===== src/design/palr_pkg.sv =====
// Shared types and codes for the indexed palette recolor block.
package palr_pkg;

  // Request modes
  localparam logic [2:0] MODE_PIXEL   = 3'd0;
  localparam logic [2:0] MODE_NORMAL  = 3'd1;
  localparam logic [2:0] MODE_WEAPON  = 3'd2;
  localparam logic [2:0] MODE_RAMP    = 3'd3;
  localparam logic [2:0] MODE_ROW     = 3'd4;
  localparam logic [2:0] MODE_ROW_PRS = 3'd5;
  localparam logic [2:0] MODE_MAP     = 3'd6;

  // Configuration register indexes
  localparam logic [2:0] CFG_PASS_DIST = 3'd0;
  localparam logic [2:0] CFG_PAL_LEN   = 3'd1;
  localparam logic [2:0] CFG_MAP_W     = 3'd2;
  localparam logic [2:0] CFG_MAP_H     = 3'd3;
  localparam logic [2:0] CFG_MAP_EN    = 3'd4;

  // Result paths
  localparam logic [1:0] PATH_INDEX0 = 2'd0;
  localparam logic [1:0] PATH_BODY   = 2'd1;
  localparam logic [1:0] PATH_REMAP  = 2'd2;
  localparam logic [1:0] PATH_PASS   = 2'd3;

  localparam logic [7:0] MAP_NO_DATA = 8'd255;
  localparam int         ROW_LEN     = 16;

  // Search token that moves down the palette cell chain
  typedef struct packed {
    logic        valid;
    logic        found;
    logic        armor;
    logic [9:0]  diff;
    logic [23:0] color;
  } tok_t;

endpackage


===== src/design/palr_cell.sv =====
// One palette cell: holds a normal palette entry and updates the nearest-match token.
module palr_cell #(
  parameter int IDX = 0,
  parameter int IW  = 4
) (
  input  logic             clk_i,
  input  logic             rst_ni,
  input  logic             wr_en_i,
  input  logic [23:0]      wr_rgb_i,
  input  logic             wr_armor_i,
  input  logic             active_i,
  input  logic [23:0]      pix_rgb_i,
  input  palr_pkg::tok_t   tok_i,
  input  logic [IW-1:0]    best_i,
  output palr_pkg::tok_t   tok_o,
  output logic [IW-1:0]    best_o
);

  logic [23:0]    color_q;
  logic           armor_q;
  palr_pkg::tok_t tok_q;
  logic [IW-1:0]  best_q;
  logic [8:0]     dr, dg, db;
  logic [9:0]     dsum;
  logic           take;

  function automatic logic [8:0] adiff(input logic [7:0] a, input logic [7:0] b);
    adiff = (a > b) ? 9'(a - b) : 9'(b - a);
  endfunction

  assign dr   = adiff(pix_rgb_i[23:16], color_q[23:16]);
  assign dg   = adiff(pix_rgb_i[15:8], color_q[15:8]);
  assign db   = adiff(pix_rgb_i[7:0], color_q[7:0]);
  assign dsum = 10'(dr) + 10'(dg) + 10'(db);
  assign take = active_i && tok_i.valid && (!tok_i.found || dsum < tok_i.diff);

  always_ff @(posedge clk_i) begin
    if (wr_en_i) begin
      color_q <= wr_rgb_i;
    end
  end

  always_ff @(posedge clk_i or negedge rst_ni) begin
    if (!rst_ni) begin
      armor_q <= 1'b0;
      tok_q   <= '0;
      best_q  <= '0;
    end else begin
      if (wr_en_i) begin
        armor_q <= wr_armor_i;
      end
      tok_q.valid <= tok_i.valid;
      // Replace the payload with this entry when it is active and nothing was found yet or it is strictly closer
      if (take) begin
        tok_q.found <= 1'b1;
        tok_q.armor <= armor_q;
        tok_q.diff  <= dsum;
        tok_q.color <= color_q;
        best_q      <= IW'(IDX);
      end else begin
        tok_q.found <= tok_i.found;
        tok_q.armor <= tok_i.armor;
        tok_q.diff  <= tok_i.diff;
        tok_q.color <= tok_i.color;
        best_q      <= best_i;
      end
    end
  end

  assign tok_o  = tok_q;
  assign best_o = best_q;

endmodule


===== config.mk =====
export PLATFORM = sky130hd
export DESIGN_NAME = palr_cell
export DESIGN_NICKNAME = d
export VERILOG_FILES = /design/src/design/palr_pkg.sv /design/src/design/palr_cell.sv
export SDC_FILE = /design/constraint.sdc
export NUM_CORES = 1
export LEC_CHECK = 0
export ABC_AREA = 1
export BUFFER_PORTS_ARGS = -buffer_cell sky130_fd_sc_hd__buf_2
export CORE_UTILIZATION = 55
export CTS_BUF_LIST = sky130_fd_sc_hd__clkbuf_2 sky130_fd_sc_hd__clkbuf_4 sky130_fd_sc_hd__clkbuf_8
export DETAILED_ROUTE_END_ITERATION = 7
export GPL_ROUTABILITY_DRIVEN = 0
export PLACE_DENSITY_LB_ADDON = 0.1
export SLEW_MARGIN = 30
export SYNTH_ARGS = -nofsm -noshare
export SYNTH_HDL_FRONTEND = slang
export SYNTH_SLANG_ARGS = --single-unit
export TNS_END_PERCENT = 10

===== constraint.sdc =====
create_clock -name clk_i -period 4.9 [get_ports clk_i]
set_input_delay 0.98 -clock clk_i [delete_from_list [all_inputs] [get_ports clk_i]]
set_output_delay 0.98 -clock clk_i [all_outputs]
set_load 0.02 [all_outputs]

; ---- Word level (Yosys, flattened, before mapping)
; Cells that the tools add are included.
[totals]
register_bits = 66
in_bits = 94
out_inout_bits = 41
elab_cells = 29
[classes]
n_addsub = 8
order_cmp = 4
n_mux = 5
reduce_logical = 4
[op_table]
columns = cell, count
row1 = 8-bit by 8-bit subtractor with 9-bit output, 6
row2 = 36-bit two-way mux, 1
row3 = 9-bit two-way mux, 3
row4 = 8-bit > comparator, 3
row5 = 10-bit by 9-bit adder with 10-bit output, 1
row6 = 9-bit by 9-bit adder with 10-bit output, 1
row7 = 10-bit less-than comparator, 1
row8 = 4-bit two-way mux, 1
row9 = 1-bit logical AND, 2
row10 = 1-bit logical NOT, 1
row11 = 1-bit logical OR, 1

; ---- Longest topological paths before layout
; Gate-level depths: netlist of run 1.
[logic_depth]
ltp_word = 8
depth_mapped = 32
depth_no_buf = 30

; ---- Least setup slack after synthesis of run 1
; No wires, ideal clock.
[synth_path]
kind = in2reg
startpoint = in pix_rgb_i[20]
endpoint = reg tok_q, in the netlist tok_o[25]
setup_ns = 0.117
arrival_time_ns = 4.665
t_required_ns = 4.783
slack_ns = 0.118
path_stages = 32
path_buffers = 4
cell_sequence = inv_1 -> ha_1 -> clkbuf_2 -> nand2_1 -> inv_2 -> nand2_1 -> nand2_1 -> nand2_1 -> nand3_2 -> nand2_2 -> buf_6 -> nand2_1 -> nand2_1 -> fa_1 -> ha_1 -> fa_1 -> nand3_1 -> nand2_1 -> nand2_1 -> nand2_1 -> nand2_1 -> nand2_1 -> ha_1 -> nand2_1 -> nor2_1 -> nand3_1 -> nand3_1 -> nand2_1 -> buf_4 -> buf_6 -> nand3_1 -> nand2_1
[synth_via]
elab_chain_cells = 8
elab_cells_between_ends = 10
classes_between = 4 x add/sub / 2 x order compare / 2 x mux / 2 x reduce/logical
[synth_rtl]
columns = element, line
row1 = from (decl), palr_cell.sv:12  ; input logic [23:0] pix_rgb_i,
row2 = 8-bit by 8-bit subtractor with 9-bit output / 8-bit > comparator (equally long branches), palr_cell.sv:28  ; adiff = (a > b) ? 9'(a - b) : 9'(b - a);
row3 = 9-bit two-way mux (*), palr_cell.sv:28
row4 = 9-bit by 9-bit adder with 10-bit output (*), palr_cell.sv:34  ; assign dsum = 10'(dr) + 10'(dg) + 10'(db);
row5 = 10-bit by 9-bit adder with 10-bit output (*), palr_cell.sv:34
row6 = 10-bit less-than comparator, palr_cell.sv:35  ; assign take = active_i && tok_i.valid && (!tok_i.found || dsum < tok_i.diff);
row7 = 1-bit logical OR, palr_cell.sv:35
row8 = 1-bit logical AND, palr_cell.sv:35
row9 = 36-bit two-way mux (*), palr_cell.sv:54  ; if (take) begin
row10 = to (decl), palr_cell.sv:21  ; palr_pkg::tok_t tok_q;
; Mark *: on every way between the ends. The rest lies on a longest branch, timed or not.
; A chain may end at the register's enable or synchronous reset.

; ---- Worst setup path after layout of run 1
[layout_path]
startpoint = in pix_rgb_i[8]
endpoint = reg tok_q, in the netlist tok_o[22]
[layout_via]
elab_chain_cells = 8
elab_cells_between_ends = 10
classes_between = 4 x add/sub / 2 x order compare / 2 x mux / 2 x reduce/logical
[layout_rtl]
columns = element, line
row1 = 8-bit by 8-bit subtractor with 9-bit output / 8-bit > comparator (equally long branches), palr_cell.sv:28
row2 = 9-bit two-way mux (*), palr_cell.sv:28
row3 = 9-bit by 9-bit adder with 10-bit output (*), palr_cell.sv:34
row4 = 10-bit by 9-bit adder with 10-bit output (*), palr_cell.sv:34
row5 = 10-bit less-than comparator (*), palr_cell.sv:35
row6 = 1-bit logical OR (*), palr_cell.sv:35
row7 = 1-bit logical AND (*), palr_cell.sv:35
row8 = 36-bit two-way mux (*), palr_cell.sv:54
; Marked as above.

==> results of run 1 <==
-- stage by stage --
| stage | hold WS [ns] | setup TNS (ns) | power [uW] |
|---|---|---|---|
| 5_1_grt | 0.546 | -7.11 | 4680 |
| 6_report | 0.514 | 0 | 4320 |
| 3_5_place_dp | 0.500 | -10.32 | 3320 |
| 2_1_floorplan | 0.472 | 0 | 2360 |
| 4_1_cts | 0.519 | 0 | 3850 |
| 3_3_place_gp | 0.492 | -6.67 | 3200 |
-- worst max-delay path by stage --
| stage | endpoint | cells past startpoint | start |
|---|---|---|---|
| finish | tok_o[22] | 30 | pix_rgb_i[8] |
| global route | tok_o[22] | 34 | pix_rgb_i[3] |
| CTS | best_o[0] | 28 | pix_rgb_i[12] |
| detailed placement | best_o[0] | 28 | pix_rgb_i[12] |
| global placement | best_o[3] | 26 | pix_rgb_i[12] |
| floorplan | tok_o[25] | 32 | pix_rgb_i[20] |
-- report_power, final --
part           internal (uW)  total (uW)  switching, uW
clock network            286         526            240
registers                700         745           45.4
logic                   1330        3050           1720
-- cell type report --
cell class              instances  area share
multi-input cells             560       0.465
clock buffers                   9      0.0152
clock inverters                 7      0.0112
well taps                     136      0.0209
repair buffers                256       0.205
inverters                     142      0.0653
flip-flops and latches         66       0.217
-- layer usage --
metal | track usage | vias to the layer above | wire (um)
met5 | 0 | - | 0
li1 | - | 2945 | -
met2 | 0.521 | 263 | 8730
met3 | 0.0324 | 63 | 992
met4 | 0.124 | 0 | 565
met1 | 0.350 | 2781 | 6620
-- cell usage in the layout (no fill, tap or decap), drive strengths merged --
master / n
xor2: 20
o211ai: 4
o21a: 1
nand3b: 1
clkbuf: 12
fa: 16
xnor2: 6
edfxtp: 24
mux2: 1
a31oi: 1
ha: 65
o21ai: 12
dfrtp: 42
nand2: 279
bufinv: 2
o21bai: 2
a21boi: 6
nand3: 82
a21o: 2
nand4: 8
a21oi: 35
buf: 253
or2: 1
clkinv: 4
inv: 143
nor2: 18
-- flip-flops by register name, summed over array words and instances, names as in the netlist --
signal   flops
best_o       4
armor_q      1
tok_o       37
color_q     24
-- Yosys cell counts --
cell type,count
nand4_2,1
nand4_1,7
nand3_2,5
o211ai_1,4
inv_2,2
nand3b_1,1
buf_6,4
nor2_4,1
clkbuf_1,4
xor2_1,20
o21ai_1,3
xnor2_1,6
fa_1,16
o21ai_2,5
inv_1,139
a31oi_1,1
a21o_1,2
nor2_2,4
clkinv_1,1
buf_4,7
clkbuf_2,1
or2_2,1
a21oi_1,35
o21a_1,1
a21boi_0,6
mux2_2,1
nor2_1,13
buf_2,4
nand3_1,77
o21bai_1,2
dfrtp_1,42
o21ai_0,4
ha_1,65
nand2_2,6
nand2_4,1
edfxtp_1,24
nand2_1,272
-- cells by family (layout without fill, tap and decap cells) --
| kind of cell | count (synthesis) | count (layout) | share of synthesized area |
|---|---|---|---|
| simple gates | 389 | 389 | 0.284 |
| buf+inv | 162 | 414 | 0.115 |
| fa+ha+maj | 81 | 81 | 0.194 |
| flops | 66 | 66 | 0.303 |
| compound gates | 63 | 63 | 0.0638 |
| xor+xnor | 26 | 26 | 0.0389 |
| mux | 1 | 1 | 0.00193 |
-- critical path: cells and delay by family --
kind                       cells  cell delay [ns]
adders and majority gates      5             1.65
and+or+nand+nor               17             1.51
buffers and inverters          6             0.75
xor gates and xnor gates       1             0.13
AOI/OAI and AO/OA              1             0.04
-- timing repair --
action	CTS	global route
resized for setup	0	67
hold endpoints to repair	0	0
setup endpoints to repair	0	39
setup buffers	0	4
==> flow_summary.yaml, run 1 <==
hold_path:
  hp-class: "reg2reg"
  holdCritStartpoint: "armor_q"
  min_to: "tok_o[34]"
  hold_depth: 2
routing:
  drt_iter0_drc: 299
  avgViaCountPerCell: 5.15
  drc: 0
  drt-total-wl_mm: 16.9
  drtPass1Iterations: 5
  vias: 6052
  wl_per_cell_um: 14.4
  ant_nets: 0
grt:
  grt_pass1_wl_mm: 25.7
  grt_max_degree: 43
  grt_pass1_vias: 5879
  grt_use_total: 0.290
  antenna_found_initial: 0
  overflow: 0
timing:
  setup_viol: 0
  slew_viol_final: 0
  tightest_slew_ns: 0.712
  maxClockFrequency_ghz: 0.208
  final_hold_viol_count: 0
  layout_setup_ws_ns: 0.0838
  final.min_clock_period_ns: 4.82
  finalClockSkew_ns: 0.0121
  slew_headroom: 0.526
  period_share: 0.983
logic_synthesis:
  ys_warn_count: 0
  syn-cell-area_um2: 5850
  yosys.area.top_type_share: 0.180
  syn_area_per_cell_um2: 7.42
  seq_area_frac_synth: 0.303
  syn_inst: 788
  syn-num-nets: 963
  yosysTopAreaCell: "dfrtp_1"
  synth_seq_cells: 66
  synthDistinctLibCells: 37
  synthTopCellsByArea: "dfrtp_1 (18%), nand2_1 (17%), ha_1 (14%), edfxtp_1 (12%), inv_1 (8.9%)"
critical_path:
  path_class: "in2reg"
  cpPeakStageDelay_ns: 0.52
  reg2reg_depth: 30
  required_ns: 5.15
  rr_endpoint: "tok_o[22]"
  r2r_setup_slack_ns: 0.30
  crit_path_top_delay_cell: "fa_1"
  critPathCaptureType: "flop"
  crit_top_cell: "nand2_1"
  worstReg2RegStart: "color_q[8]"
  cp_max_fo: 10
  critPathLaunchType: "input pin"
  worst_ep_arrival_time_ns: 5.07
place:
  dpl_cell_area_um2: 7440
  hpwl_mm: 12.0
  dpl_worst_slack_ns: -0.305
  port_buffers: 134
  dpl.cell_count: 1153
floorplanning:
  design.core.area_um2: 10300
  dieArea_um2: 11000
  ios: 135
  die_h_um: 105
  start_util: 0.566
  die_x_um: 105
  rows: 37
pwr:
  ir_drop_v: 0.000462
  p_leak_uw: 0.00462
  powerDensity_nw_per_um2: 530
run_status:
  outcome: "completed"
clock_tree:
  clk_latency_ns: 0.37
  cts_root_buffer: "clkbuf_8"
  clockBufferDepth: 2
  cts_tree: "built"
  clock_sinks: 66
  clkTransAtPathRegs_ns: 0.08
  cts_hold_buf: 0
  htreeDepth: 3
  numCtsBuffers: 9
finish:
  regArea_um2: 1770
  syn_to_final_growth_pct: 39.5
  fillers: 726
  drive_gt1_frac: 0.339
  diodes: 0
  nNetsFinal: 1210
  fin_area_um2: 8160
  final_util: 0.790
  multi_input_area_um2: 3790
  layout.cells.non_filler: 1176
flow_run:
  cap_viol_max_count: 0
(Power assumes the default switching activity.)
==> inputs of run 2 (changes only) <==
--- a/config.mk
+++ b/config.mk
@@ -6,7 +6,7 @@
 export NUM_CORES = 1
 export LEC_CHECK = 0
 export ABC_AREA = 1
-export BUFFER_PORTS_ARGS = -buffer_cell sky130_fd_sc_hd__buf_2
+export BUFFER_PORTS_ARGS = -buffer_cell sky130_fd_sc_hd__buf_4
 export CORE_UTILIZATION = 55
 export CTS_BUF_LIST = sky130_fd_sc_hd__clkbuf_2 sky130_fd_sc_hd__clkbuf_4 sky130_fd_sc_hd__clkbuf_8
 export DETAILED_ROUTE_END_ITERATION = 7
==> run 2 against run 1 <==
Effect of this change:
- utilization up 1.7 points
- flip-flop and latch count unchanged
- critical path type unchanged
- highest routed layer unchanged
- hold slack gained 0.012 ns
==> flow_summary.yaml, run 2 (synthesis gave the netlist of run 1 again) <==
place:
  hpwl_mm: 12.1
  dpl.cell_count: 1143
  port_buffers: 134
critical_path:
  path_class: "in2reg"
  cp.buffers_inverters: 7
  required_ns: 5.16
  cp_max_fo: 7
  crit_top_cell: "nand2_1"
  crit_path_top_delay_cell: "fa_1"
  crit_family: "simple AND/OR/NAND/NOR gates"
  worstReg2RegStart: "color_q[16]"
  cpPeakStageDelay_ns: 0.53
  cp-startpoint: "pix_rgb_i[20]"
  critPathLaunchType: "input pin"
  worst_ep_arrival_time_ns: 4.99
  critPathCaptureType: "flop"
timing:
  finalClockSkew_ns: 0.0166
  slew_viol_final: 0
  setup_viol: 0
  final_hold_viol_count: 0
  final.min_clock_period_ns: 4.73
  tightest_slew_ns: 0.810
  slew_headroom: 0.456
  maxClockFrequency_ghz: 0.211
  period_share: 0.966
clock_tree:
  cts_hold_buf: 0
  clockBufferDepth: 2
  clkTransAtPathRegs_ns: 0.07
  clk_latency_ns: 0.38
  cts_tree: "built"
  numCtsBuffers: 9
  cts_root_buffer: "clkbuf_8"
  clock_sinks: 66
  htreeDepth: 3
routing:
  drt-total-wl_mm: 16.5
  drtPass1Iterations: 8
  drt_iter0_drc: 287
  drc: 0
  vias: 5994
  avgViaCountPerCell: 5.13
  ant_nets: 0
  wl_per_cell_um: 14.1
pwr:
  p_leak_uw: 0.00466
  powerDensity_nw_per_um2: 527
  ir_drop_v: 0.000454
finish:
  layout_commonest_cell: "nand2_1"
  diodes: 0
  final_cell_mix: "nand2_1 (262), buf_4 (243), inv_1 (136), nand3_1 (74), ha_1 (49)"
  final_util: 0.808
  largest_register_ffs: 37
  nNetsFinal: 1202
  drive_gt1_frac: 0.328
  syn_to_final_growth_pct: 42.6
  layout.cells.non_filler: 1168
floorplanning:
  die_h_um: 105
  die_x_um: 105
  rows: 37
  dieArea_um2: 11000
  ios: 135
  start_util: 0.566
  design.core.area_um2: 10300
grt:
  antenna_found_initial: 0
  grt_use_total: 0.288
  grt_max_degree: 43
  met1_usage: 0.328
  overflow: 0
  grt_busiest_layer: "met2"
  met2_usage: 0.530
  use_met3: 0.0568
  grt_pass1_wl_mm: 25.3
  grt_pass1_vias: 5843
hold_path:
  holdCritStartpoint: "armor_q"
  hp-class: "reg2reg"
flow_run:
  cap_viol_max_count: 0
run_status:
  outcome: "completed"
==> run 2: changes by cell type in the layout (fill, tap and decap cells not counted), moves of 3 or more <==
cell,delta
buf_2,-133
buf_4,+127
ha_1,+5
ha_4,-5
nand2_1,+4
nand2_2,-3
==> run 2: layer usage <==
metal | wire, um | up-vias
li1 | - | 2930
met1 | 6610 | 2812
met2 | 8630 | 208
met3 | 835 | 44
met4 | 413 | 0
met5 | 0 | -
==> run 2: metrics by stage <==
step	hold slack, ns	setup WS [ns]	cell area [um2]	TNS [ns]	total power, uW
5_1_grt	0.545	-0.136	8340	-3.66	4730
3_5_place_dp	0.499	-0.321	7700	-9.72	3420
6_report	0.526	0.169	8340	0	4400
4_1_cts	0.526	0.0644	7920	0	3950
3_3_place_gp	0.509	-0.170	7700	-6.36	3300
2_1_floorplan	0.472	0.118	5850	0	2360
==> run 2: final timing paths <==
kind	slack [ns]	cells after the start	to
setup / recovery	0.17	30	tok_o[14]
hold / removal	0.53	1	armor_q
setup reg to reg	0.34	29	tok_o[14]
hold reg to reg	0.53	1	armor_q
max in group asynchronous	3.92	1	tok_o[32]
min in group asynchronous	0.60	1	tok_o[5]
==> run 2: timing repair <==
action                                  4_1_cts  5_1_grt
resized for setup                             0       56
setup buffers                                 0        7
endpoints found under the setup margin        0       39
==> run 2: final cells by class <==
cell class | instances | area, um2
multi-input combinational | 560 | 3710
fill | 689 | 1990
timing repair buffer | 248 | 1930
sequential | 66 | 1770
inverter | 142 | 533
tap | 136 | 170
clock buffer | 10 | 131
clock inverter | 6 | 90.1
==> run 2: report_power, final <==
group | total (uW) | leakage (uW) | internal [uW] | switching, uW
combinational | 3120 | 0.00382 | 1430 | 1700
clock | 522 | 0.000110 | 294 | 228
sequential | 750 | 0.000733 | 701 | 48.8
==> inputs of run 3 (changes only) <==
--- a/config.mk
+++ b/config.mk
@@ -11,7 +11,7 @@
 export CTS_BUF_LIST = sky130_fd_sc_hd__clkbuf_2 sky130_fd_sc_hd__clkbuf_4 sky130_fd_sc_hd__clkbuf_8
 export DETAILED_ROUTE_END_ITERATION = 7
 export GPL_ROUTABILITY_DRIVEN = 0
-export PLACE_DENSITY_LB_ADDON = 0.1
+export PLACE_DENSITY = 0.81
 export SLEW_MARGIN = 30
 export SYNTH_ARGS = -nofsm -noshare
 export SYNTH_HDL_FRONTEND = slang
==> run 3 against run 2 <==
Effect of this change:
- non-clock buffer count down 8
- clock skew down 0.0055 ns
- maximum frequency down 2.4%
- register-to-register slack worse by 0.03 ns
- critical endpoint is now tok_o[8]
==> flow_summary.yaml, run 3 (synthesis gave the netlist of run 1 again) <==
critical_path:
  worst_ep_arrival_time_ns: 5.11
  crit_top_cell: "nand2_1"
  cpPeakStageDelay_ns: 0.54
  critPathCaptureType: "flop"
  required_ns: 5.16
  critPathLaunchType: "input pin"
  reg2reg_depth: 28
  cp_max_fo: 8
  crit_path_top_delay_cell: "fa_1"
  path_class: "in2reg"
flow_run:
  cap_viol_max_count: 0
finish:
  final_cell_mix: "nand2_1 (263), buf_4 (232), inv_1 (138), nand3_1 (76), ha_1 (51)"
  largest_register_ffs: 37
  diodes: 0
  nNetsFinal: 1194
  layout_commonest_cell: "nand2_1"
  fin_area_um2: 8260
  syn_to_final_growth_pct: 41.2
  drive_gt1_frac: 0.316
  final_util: 0.800
timing:
  finalSetupTns_ns: 0
  final.min_clock_period_ns: 4.85
  maxClockFrequency_ghz: 0.206
  final_hold_viol_count: 0
  finalClockSkew_ns: 0.0110
  period_share: 0.990
  slew_headroom: 0.632
  tightest_slew_ns: 0.551
  slew_viol_final: 0
  setup_viol: 0
floorplanning:
  rows: 37
  die_h_um: 105
  die_x_um: 105
  ios: 135
  dieArea_um2: 11000
  start_util: 0.566
  design.core.area_um2: 10300
hold_path:
  hold_depth: 2
  hp-class: "reg2reg"
run_status:
  outcome: "completed"
pwr:
  ir_drop_v: 0.000671
  powerDensity_nw_per_um2: 539
  p_leak_uw: 0.00464
routing:
  drc: 0
  ant_nets: 0
  drt-total-wl_mm: 16.6
  wl_per_cell_um: 14.3
  vias: 5986
  avgViaCountPerCell: 5.16
  drtPass1Iterations: 6
  drt_iter0_drc: 403
clock_tree:
  clk_latency_ns: 0.37
  clockBufferDepth: 2
  cts_root_buffer: "clkbuf_8"
  clock_sinks: 66
  cts_hold_buf: 0
  htreeDepth: 3
  cts_tree: "built"
  clkTransAtPathRegs_ns: 0.08
  numCtsBuffers: 9
place:
  port_buffers: 134
  hpwl_mm: 11.1
  dpl_cell_area_um2: 7650
grt:
  grt_pass1_vias: 5529
  grt_pass1_wl_mm: 23.9
  antenna_found_initial: 0
  grt_use_total: 0.269
  overflow: 0
  grt_max_degree: 43
==> run 3: final timing paths <==
check | startpoint | to | slack, ns
min reg2reg | armor_q | tok_o[34] | 0.51
max reg2reg | color_q[23] | tok_o[8] | 0.31
min | armor_q | tok_o[34] | 0.51
max in group asynchronous | rst_ni | tok_o[14] | 3.91
max | pix_rgb_i[23] | tok_o[8] | 0.05
min in group asynchronous | rst_ni | tok_o[31] | 0.59
==> run 3: worst max-delay path, delay by kind of cell <==
| family | cells | cell delay (ns) |
|---|---|---|
| buffers and inverters | 7 | 0.76 |
| adder cells (fa/ha/maj) | 4 | 1.44 |
| AO/OA/AOI/OAI | 1 | 0.17 |
| AND/OR/NAND/NOR | 18 | 1.74 |
==> run 3: what timing repair did <==
action                     CTS  global route
setup endpoints to repair    0            39
gates resized for setup      0            48
buffers inserted             0             1
==> run 3: area by class of cell <==
cell class,instances,area [um2]
clock buffers,10,131
clock inverters,6,115
fillers,659,2060
inverters,142,533
multi-input cells,560,3650
flip-flops and latches,66,1770
well taps,136,170
repair buffers,240,1890
==> run 3: metrics by stage <==
step | hold WS [ns] | worst slack, ns | power (uW) | cells
global route | 0.540 | -0.148 | 4790 | 1160
CTS | 0.509 | 0.106 | 3940 | 1153
global placement | 0.482 | -0.151 | 3270 | 1137
detailed placement | 0.493 | -0.267 | 3340 | 1137
floorplan | 0.472 | 0.118 | 2360 | 788
finish | 0.508 | 0.0512 | 4460 | 1160
==> run 3: routing by layer <==
layer / global-route usage / part of all wire
met2: 0.482 / 0.49
met1: 0.335 / 0.41
met3: 0.0368 / 0.069
met4: 0.0815 / 0.032
met5: 0 / 0
==> run 3: report_power, final <==
part	total (uW)	leakage [uW]	internal, uW	switching (uW)
Clock	585	0.000120	345	240
Combinational	3120	0.00379	1410	1710
Sequential	747	0.000733	700	46.9
